File: config.mk
export PLATFORM = sky130hd
export DESIGN_NAME = tdim_ctrl
export DESIGN_NICKNAME = d
export VERILOG_FILES = /design/src/design/tdim_pkg.sv /design/src/design/tdim_ctrl.sv
export SDC_FILE = /design/constraint.sdc
export NUM_CORES = 1
export LEC_CHECK = 0
export ABC_AREA = 1
export BUFFER_PORTS_ARGS = -buffer_cell sky130_fd_sc_hd__buf_2
export CAP_MARGIN = 10
export CORE_AREA = 2 2 39 41
export DETAILED_ROUTE_END_ITERATION = 7
export DIE_AREA = 0 0 41 43
export GPL_TIMING_DRIVEN = 1
export HOLD_SLACK_MARGIN = 0.15
export MAX_ROUTING_LAYER = met4
export SLEW_MARGIN = 20
export SYNTH_ARGS = -nofsm -noshare
export SYNTH_HDL_FRONTEND = slang
export SYNTH_SLANG_ARGS = --single-unit
File: constraint.sdc
create_clock -name clk -period 1.1 [get_ports clk]
set_clock_uncertainty 0.1 [all_clocks]
set_input_delay 0.22 -clock clk [delete_from_list [all_inputs] [get_ports clk]]
set_output_delay 0.22 -clock clk [all_outputs]
set_load 0.03 [all_outputs]
File: src/design/tdim_pkg.sv
// types, codes and default sizes shared by the tag-to-dense-index map
// no dependencies; used by tdim_ctrl, tdim_dp and tag_to_dense_index_map_top
`timescale 1ns / 1ps
`default_nettype none

package tdim_pkg;

  localparam int TAG_SPACE_DEF   = 4096;
  localparam int ENTRY_SPACE_DEF = 1024;

  localparam int FUNC_W   = 3;
  localparam int STATUS_W = 3;

  // operation codes
  localparam logic [FUNC_W-1:0] FUNC_ADD     = 3'd0;
  localparam logic [FUNC_W-1:0] FUNC_REMOVE  = 3'd1;
  localparam logic [FUNC_W-1:0] FUNC_SET     = 3'd2;
  localparam logic [FUNC_W-1:0] FUNC_TAG_AT  = 3'd3;
  localparam logic [FUNC_W-1:0] FUNC_POS_OF  = 3'd4;

  // result status codes
  localparam logic [STATUS_W-1:0] ST_OK          = 3'd0;
  localparam logic [STATUS_W-1:0] ST_EXHAUSTED   = 3'd1;
  localparam logic [STATUS_W-1:0] ST_FULL        = 3'd2;
  localparam logic [STATUS_W-1:0] ST_NOT_PRESENT = 3'd3;
  localparam logic [STATUS_W-1:0] ST_POS_RANGE   = 3'd4;

  typedef enum logic [2:0] {
    S_CLEAR,
    S_IDLE,
    S_EXEC,
    S_WR2,
    S_DONE
  } state_t;

  // controller to datapath
  typedef struct packed {
    logic clr_en;
    logic accept;
    logic exec;
    logic wr2;
    logic load_out;
  } cmd_t;

  // datapath to controller
  typedef struct packed {
    logic clr_last;
    logic need_wr2;
    logic out_free;
  } stat_t;

endpackage

`default_nettype wire

File: src/design/tdim_ctrl.sv
// operation sequencer for the tag-to-dense-index map
// uses tdim_pkg state, command and status types
`timescale 1ns / 1ps
`default_nettype none

module tdim_ctrl (
  input  wire logic           clk,
  input  wire logic           rst_n,
  input  wire logic           in_valid,
  output logic                in_ready,
  input  wire tdim_pkg::stat_t stat,
  output tdim_pkg::cmd_t      cmd
);

  tdim_pkg::state_t state_r;
  tdim_pkg::state_t state_nxt;

  always_ff @(posedge clk) begin
    if (!rst_n) begin
      state_r <= tdim_pkg::S_CLEAR;
    end else begin
      state_r <= state_nxt;
    end
  end

  always_comb begin
    state_nxt = state_r;
    case (state_r)
      tdim_pkg::S_CLEAR: begin
        if (stat.clr_last) state_nxt = tdim_pkg::S_IDLE;
      end
      tdim_pkg::S_IDLE: begin
        if (in_valid) state_nxt = tdim_pkg::S_EXEC;
      end
      tdim_pkg::S_EXEC: begin
        state_nxt = stat.need_wr2 ? tdim_pkg::S_WR2 : tdim_pkg::S_DONE;
      end
      tdim_pkg::S_WR2: begin
        state_nxt = tdim_pkg::S_DONE;
      end
      tdim_pkg::S_DONE: begin
        if (stat.out_free) state_nxt = tdim_pkg::S_IDLE;
      end
      default: begin
        state_nxt = tdim_pkg::S_CLEAR;
      end
    endcase
  end

  always_comb begin
    cmd      = '0;
    in_ready = 1'b0;
    case (state_r)
      tdim_pkg::S_CLEAR: begin
        cmd.clr_en = 1'b1;
      end
      tdim_pkg::S_IDLE: begin
        in_ready   = 1'b1;
        cmd.accept = in_valid;
      end
      tdim_pkg::S_EXEC: begin
        cmd.exec = 1'b1;
      end
      tdim_pkg::S_WR2: begin
        cmd.wr2 = 1'b1;
      end
      tdim_pkg::S_DONE: begin
        cmd.load_out = stat.out_free;
      end
      default: begin
        cmd = '0;
      end
    endcase
  end

  // a transfer on the input always moves straight into execution
  a_accept_exec: assert property (@(posedge clk) disable iff (!rst_n)
    (in_valid && in_ready) |=> (state_r == tdim_pkg::S_EXEC))
    else $error("accepted transfer not executed");

  // the clearing pass never runs again once it has finished
  a_clear_once: assert property (@(posedge clk) disable iff (!rst_n)
    (state_r != tdim_pkg::S_CLEAR) |=> (state_r != tdim_pkg::S_CLEAR))
    else $error("clearing pass restarted");

  // exec with a second write always passes through the second write cycle
  a_wr2_follow: assert property (@(posedge clk) disable iff (!rst_n)
    (cmd.exec && stat.need_wr2) |=> cmd.wr2)
    else $error("second write skipped");

endmodule

`default_nettype wire

==> flow_summary.toml, run 1 <==
[logic_synthesis]
post_synth_and_or_nand_nor_area_fraction_pct = 56.1
synth-compound-area-share_pct = 3.51
synth_cells = 35
yosysWarningCount = 0
synth.top_cells.by_area = "dfxtp_1 (28%), nor2_1 (16%), inv_1 (11%)"
share_of_cell_area_taken_by_muxes_after_synthesis_pct = 0
yosys_register_bits = 3
synth.net_count = 41
synthXorXnorAreaFrac_pct = 0
post_synth_fa_ha_maj_area_fraction_pct = 0
distinct_cells_synth = 12
syn-mean-instance-area_um2 = 6.11
synthesis.area_um2 = 214
synth_top_area_share_pct = 28.1
synth_sequential_area_ratio_pct = 28.1
main_combinational_cell_family_by_area_after_synthesis = "simple AND/OR/NAND/NOR gates"
synth_top_area_cell = "dfxtp_1"

[sta]
fin_crit_sh_pct = 122
timing_max_transition_violations_final = 0
fmax_mhz = 744
timing.max_slew.rel_slack_pct = 87.3
rsz_0062_raised_after_global_routing = "true"
tns_ns = -1.41
final-hold-violation-count = 0
final_period_minus_worst_setup_slack_ns = 1.34
max_slew.worst_pin.slew_ns = 0.191
final-setup-viol-count = 8
setup_ws_ns = -0.244

[floorplan]
die-height_um = 43
coreArea_mm2 = 0.00138
effective_utilization_at_floorplan_pct = 15.5
ioPinCount = 12
die-area_mm2 = 0.00176
chipWidth_um = 41
floorplan.rows = 14

[routing]
drc_errors = 0
detail_route.wirelength_um = 682
detailroute.via_count = 296
initialDrtViolationCount = 2
route.detailed.vias_per_inst = 3.95
routed_wire_length_per_instance_um = 9.09
final_antenna_net_count = 0
first_pass_iters = 3

[cells_and_area]
regMostFlops = "state_r"
design.final.nets = 66
final_common_cell = "buf_4"
area_growth_pct = 142
reg_top3 = "state_r x3"
diodes = 0
layout.cells.most_common_list = "buf_4 (8), buf_6 (7), nor2_4 (5), nor2_1 (5), buf_2 (5)"
largest_register_ffs = 3
post_layout_nonfiller_instances = 75
drive_above_1_share_pct = 72.9

[power_and_ir_drop]
power.static_leakage_uw = 0.000248
power_uw = 1590
power.density_cell_area_mw_per_mm2 = 3070
power.ir.vdd_worst_v = 0.000807

[critical_path]
slowest_delay_ns = 0.35
reg2reg_setup_slack_ns = -0.04
startpoint_type = "flip-flop"
cpLargestDelayFamily = "flip-flops"
crit_chain = "nor2_4 -> inv_2 -> nor3_4 -> buf_6"
path_depth = 4
endpoint_kind = "primary output"
worst-endpoint-arrival_ns = 1.02
critical_path_buf_inv_count = 2
kind_of_critical_path = "reg -> out"
critPathMaxFanout = 3
timing.critical_path.required_ns = 0.78
crit-reg2reg-launch = "state_r[0]"
worst_r2r_path_depth = 7
critical-path-slowest-cell = "dfxtp_4"
critical_path.startpoint = "state_r[0]"

[cts]
cts-root-buf = "clkbuf_4"
worst_setup_hold_path_clk_slew_ns = 0.04
cts-root-to-sink-buffers = 2
cts-buffers-inserted = 3
clock_sinks = 3
tritoncts = "done"
clk_latency_ns = 0.23
htree_num_levels = 1

[grt]
met3_usage_pct = 3.14
grt_overflow_total = 0
gr-usage-met1_pct = 8.31
grt_usage_pct = 9.34
first_global_vias = 290
grt_first_pass_wirelength_mm = 1.04
grtUsageMet2_pct = 14.7
grt_max_degree = 5
grt_antenna_before_repair = 0
grt-busiest-layer = "met2"

[run_status]
violations_in_the_final_reports = "setup timing"
outcome = "complete, but fails checks"

[placed_design]
dp_slack_ns = -0.140
hpwlAfterDp_um = 506
post-place-cells = 69
port-buffer-count = 11
routabilityCongestion = 0.703

[hold_path]
hold_path_class = "in -> reg"
min-delay-start = "rst_n"
number_of_cells_on_the_worst_hold_path = 3

[flow_run]
maxCapViolCount = 0
==> synthesized netlist by cell type <==
library cell / instances
a21boi_1: 1
dfxtp_1: 3
inv_1: 6
inv_2: 1
nand2_1: 4
nand2_2: 1
nand3_1: 3
nand3_2: 2
nand4_1: 1
nor2_1: 9
nor2_2: 3
nor3_1: 1
==> per-stage QoR <==
step | util [%] | hold slack (ns) | instance area, µm²
detailed placement | 27.6 | 0.401 | 382
global placement | 27.6 | 0.396 | 382
floorplan | - | 0.259 | 254
CTS | 34.0 | 0.155 | 470
global route | 37.3 | 0.166 | 517
finish | 37.3 | 0.159 | 517
==> logic make-up (layout without fill, tap and decap cells) <==
family / count (synthesis) / after routing
flip-flops: 3 / 3
AND/OR/NAND/NOR: 24 / 24
buffers and inverters: 7 / 31
AO/OA/AOI/OAI: 1 / 1
==> per-layer routing <==
metal	vias to the layer above	part of all wire, %
li1	156	-
met4	0	0
met5	-	0
met2	6	61
met1	134	35
met3	0	3.8
==> worst reg2reg max path: stages, from the launching register on <==
cell and delay, ns:
dfxtp_4 0.35, inv_4 0.06, nor2_4 0.04, buf_4 0.12
nand3_1 0.09, nand3_2 0.10, nor2_2 0.11, nor2_1 0.05
==> final timing paths <==
kind,end
worst max-delay path,cmd[0]
worst min-delay path,state_r[0]
worst min register to register,state_r[2]
worst max register to register,state_r[1]
==> power by group <==
group	switching [µW]	internal, µW	total, µW
clock network	52.1	136	188
logic	619	537	1160
registers	68.8	174	243
==> final cells by class <==
type / instances / area [µm²]
inverter: 7 / 31.3
sequential: 3 / 68.8
tap: 16 / 20.0
clock buffer: 4 / 26.3
multi-input combinational: 25 / 206
timing repair buffer: 20 / 164
fill: 148 / 867
==> repair_timing <==
action,in CTS,in global routing
setup buffers,1,2
pin swaps,3,7
cloned,0,0
hold endpoints to repair,0,0
gates resized for setup,18,9
setup endpoints to repair,8,9
hold buffers,0,0
No activity file was read; power rests on OpenSTA's default activity.
==> run 2: changes to the inputs <==
Clock period 1.1 ns to 1.5 ns, I/O delays scaled along.
==> flow_summary.toml, run 2 (synthesis results as in run 1) <==
[grt]
grt_antenna_before_repair = 0
grt_overflow_total = 0
grt_max_degree = 6
grt_first_pass_wirelength_um = 786
grt_usage_pct = 7.50
first_global_vias = 212

[routing]
final_antenna_net_count = 0
initialDrtViolationCount = 1
detailroute.via_count = 258
route.detailed.vias_per_inst = 3.85
first_pass_iters = 2
drc_errors = 0
routed_wire_length_per_instance_um = 8.10
detail_route.wirelength_um = 543

[cts]
post_cts_hold_buffer_count = 0
tritoncts = "done"
clock_sinks = 3
cts-root-buf = "clkbuf_4"
cts-buffers-inserted = 3
cts-root-to-sink-buffers = 2
worst_setup_hold_path_clk_slew_ns = 0.04
htree_num_levels = 1
clk_latency_ns = 0.24

[cells_and_area]
post_layout_nonfiller_instances = 67
design.final.nets = 58
final_common_cell = "nor2_1"
regMostFlops = "state_r"
diodes = 0
area_growth_pct = 61.4
multiInputGateArea_um2 = 133
largest_register_ffs = 3
postLayoutCellArea_um2 = 345
fillerInstances = 162
fin_util_pct = 25.0
drive_above_1_share_pct = 51.0
reg_top3 = "state_r x3"
layout.cells.most_common_list = "nor2_1 (9), buf_4 (6), inv_1 (5), buf_2 (5)"
regArea_um2 = 62.6

[sta]
max_slew.worst_pin.slew_ns = 0.146
final-hold-violation-count = 0
timing.max_slew.rel_slack_pct = 90.3
timing_max_transition_violations_final = 0
fmax_mhz = 680
final-setup-viol-count = 0
final_period_minus_worst_setup_slack_ns = 1.47
fin_crit_sh_pct = 98.0
rsz_0062_raised_after_global_routing = "true"

[placed_design]
post_dp_cell_area_um2 = 294
port-buffer-count = 11
routabilityCongestion = 0.686
hpwlAfterDp_um = 424
post-place-cells = 62

[critical_path]
cpLargestDelayFamily = "flip-flops"
crit_chain = "inv_2 -> nor2_2 -> nand2_1 -> nor2_1 -> buf_4"
critical_path_buf_inv_count = 2
timing.critical_path.required_ns = 1.10
worst-endpoint-arrival_ns = 1.07
kind_of_critical_path = "reg -> out"
critPathMaxFanout = 3
critical-path-slowest-cell = "dfxtp_2"
startpoint_type = "flip-flop"
endpoint_kind = "primary output"
slowest_delay_ns = 0.35

[floorplan]
die-area_mm2 = 0.00176
coreArea_mm2 = 0.00138
chipWidth_um = 41
ioPinCount = 12
floorplan.rows = 14
effective_utilization_at_floorplan_pct = 15.5
die-height_um = 43

[power_and_ir_drop]
power.static_leakage_uw = 0.000188
power.ir.vdd_worst_v = 0.000717
power_uw = 793
power.density_cell_area_mw_per_mm2 = 2300

[run_status]
outcome = "completed"

[hold_path]
hold_path_class = "in -> reg"

[flow_run]
maxCapViolCount = 0
run 2: layout make-up:
class	count	area share [%]
clock buffers	4	7.61
inverters	7	7.61
multi-input cells	25	38.4
flip-flops and latches	3	18.1
well taps	16	5.80
repair buffers	12	22.5
run 2: final timing paths:
check                                 from         end  slack, ns  cells past startpoint
worst max-delay path            state_r[0]      cmd[3]       0.03                      5
worst min-delay path                 rst_n  state_r[0]       0.23                      3
worst max register to register  state_r[1]  state_r[0]       0.38                      6
worst min register to register  state_r[2]  state_r[2]       0.46                      2
run 2: report_power, final:
part | leakage (µW) | switching [µW] | internal (µW)
registers | 0.0000253 | 36.5 | 117
logic | 0.000148 | 306 | 185
clock network | 0.0000150 | 48.3 | 100
run 2: through the flow:
stage                     hold slack [ns]  worst slack (ns)  TNS [ns]
after global placement              0.453             0.202         0
after CTS                           0.225          -0.00109  -0.00109
after floorplan                     0.347             0.105         0
after global routing                0.236           -0.0324   -0.0965
final                               0.229            0.0295         0
after detailed placement            0.452             0.186         0
run 2: worst reg2reg max path: stages, from the launching register on:
cell and delay (ns):
dfxtp_2 0.36, nor2_2 0.05, buf_4 0.13, nand3_1 0.12, nand3_2 0.10, nor2_1 0.10, nor2_1 0.05
run 2: repair_timing:
item | CTS | global route
pin swaps | 1 | 1
setup buffers | 1 | 0
resized for setup | 3 | 9
endpoints found under the setup margin | 4 | 6
run 2: routing by layer:
layer,track usage (%),part of all wire [%],up-vias
li1,-,-,140
met1,6.41,38,110
met2,10.9,51,8
met3,7.85,11,0
met4,2.00,0,0
met5,-,0,-
==> run 3: changes to the inputs <==
Settings changed: ABC_AREA 1 to not set, MAX_ROUTING_LAYER met4 to not set.
==> flow_summary.toml, run 3 <==
[logic_synthesis]
synth.net_count = 31
synth_top_area_cell = "dfxtp_1"
synth_enable_flop_cells = 0
synthXorXnorAreaFrac_pct = 0
share_of_cell_area_taken_by_muxes_after_synthesis_pct = 0
synth-compound-area-share_pct = 16.1
synthesis.area_um2 = 210
synth_common_cells = "dfxtp_1 (3), nand2b_1 (3), nor3_1 (3)"
synth_top_area_share_pct = 28.6
yosys_register_bits = 3
main_combinational_cell_family_by_area_after_synthesis = "simple AND/OR/NAND/NOR gates"
post_synth_and_or_nand_nor_area_fraction_pct = 46.4
synth_ff_type = "dfxtp_1"
post_synth_fa_ha_maj_area_fraction_pct = 0
yosysWarningCount = 0
postSynth.asyncResetShare_pct = 0
synth_cells = 25
syn-mean-instance-area_um2 = 8.41
synth.top_cells.by_area = "dfxtp_1 (29%), nor4bb_4 (12%), nand2b_1 (8.9%)"
synth_sequential_area_ratio_pct = 28.6
distinct_cells_synth = 16

[routing]
first_pass_iters = 4
drc_errors = 0
detailroute.via_count = 241
detail_route.wirelength_um = 597
route.detailed.vias_per_inst = 4.08
initialDrtViolationCount = 1
routed_wire_length_per_instance_um = 10.1
final_antenna_net_count = 0

[grt]
grt_usage_pct = 7.52
grt_overflow_total = 0
grt_first_pass_wirelength_um = 848
grt_max_degree = 10
grt_antenna_before_repair = 0
first_global_vias = 216

[cells_and_area]
layout.cells.most_common_list = "buf_4 (9), buf_2 (5), nor3_2 (3), nand2b_1 (3), clkbuf_4 (3)"
design.final.nets = 50
area_growth_pct = 76.2
final_common_cell = "buf_4"
regMostFlops = "state_r"
drive_above_1_share_pct = 58.1
reg_top3 = "state_r x3"
largest_register_ffs = 3
diodes = 0

[cts]
worst_setup_hold_path_clk_slew_ns = 0.04
tritoncts = "done"
cts-buffers-inserted = 3
cts-root-to-sink-buffers = 2
htree_num_levels = 1
clock_sinks = 3
clk_latency_ns = 0.24
post_cts_hold_buffer_count = 0
cts-root-buf = "clkbuf_4"

[floorplan]
die-height_um = 43
floorplan.rows = 14
ioPinCount = 12
coreArea_mm2 = 0.00138
chipWidth_um = 41
effective_utilization_at_floorplan_pct = 15.2
die-area_mm2 = 0.00176

[hold_path]
number_of_cells_on_the_worst_hold_path = 2
min-delay-start = "rst_n"
min_to = "state_r[2]"
hold_path_class = "in -> reg"

[power_and_ir_drop]
power.static_leakage_uw = 0.000173
power_uw = 332
power.density_cell_area_mw_per_mm2 = 896
power.ir.vdd_worst_v = 0.000236

[critical_path]
worst_r2r_path_depth = 4
crit-reg2reg-launch = "state_r[1]"
critPathMaxFanout = 4
reg2reg_setup_slack_ns = 0.25
kind_of_critical_path = "reg -> out"
endpoint_kind = "primary output"
reg2reg_to = "state_r[0]"
startpoint_type = "flip-flop"
critical_path.startpoint = "state_r[1]"
worst-endpoint-arrival_ns = 1.08
timing.critical_path.required_ns = 1.10

[placed_design]
hpwlAfterDp_um = 425
routabilityCongestion = 0.682
port-buffer-count = 11

[run_status]
outcome = "completed"

[sta]
final_period_minus_worst_setup_slack_ns = 1.48
timing.max_slew.rel_slack_pct = 83.1
fin_crit_sh_pct = 98.6
timing_max_transition_violations_final = 0
final-hold-violation-count = 0
max_slew.worst_pin.slew_ns = 0.253
final-setup-viol-count = 0
fmax_mhz = 676
tns_ns = 0
rsz_0062_raised_after_global_routing = "true"

[flow_run]
maxCapViolCount = 0
## run 3: stage by stage
step | setup WS [ns] | hold slack, ns | utilization, % | instance area [µm²] | instances
after CTS | -0.0247 | 0.196 | 25.0 | 347 | 57
after floorplan | 0.0600 | 0.318 | - | 225 | 25
after global routing | -0.0440 | 0.198 | 26.8 | 370 | 59
after detailed placement | 0.120 | 0.447 | 21.4 | 297 | 52
after global placement | 0.143 | 0.447 | 21.4 | 297 | 52
final | 0.0204 | 0.194 | 26.8 | 370 | 59
## run 3: kinds of logic after synthesis
logic type / after synthesis
compound gates: 5
buf+inv: 3
simple gates: 14
flops: 3
## run 3: routing by layer
layer,GRT usage (%),share of wire [%]
met3,6.81,9.9
met1,8.33,43
met2,9.38,47
met5,0,0
met4,4.00,0
## run 3: report_power, final
part / switching, µW / leakage, µW / total, µW / internal [µW]
registers: 9.05 / 0.0000261 / 94.9 / 85.8
clock network: 48.0 / 0.0000150 / 148 / 100
logic: 46.4 / 0.000132 / 88.7 / 42.3
total: 103 / 0.000173 / 332 / 228
## run 3: worst max-delay path by stage
stage	to	slack (ns)
final	cmd[0]	0.02
after global routing	cmd[0]	-0.04
after CTS	cmd[0]	-0.02
after detailed placement	cmd[0]	0.12
after global placement	cmd[0]	0.14
after floorplan	state_r[0]	0.06
## run 3: timing repair
| item | CTS | global route |
|---|---|---|
| endpoints found under the setup margin | 6 | 5 |
| gates cloned | 0 | 0 |
| resized for setup | 8 | 5 |
| buffers inserted | 1 | 2 |
| pin swaps | 1 | 1 |
## run 3: critical path: stages, from the launching register on
cell      delay, ns
dfxtp_2        0.34
nor4bb_4       0.32
buf_6          0.17
## run 3: final cells by class
cell class / count / area (µm²)
Timing Repair Buffer: 15 / 104
Tap cell: 16 / 20.0
Multi-Input combinational cell: 19 / 146
Inverter: 2 / 7.51
Fill cell: 154 / 1010
Sequential cell: 3 / 66.3
Clock buffer: 4 / 26.3
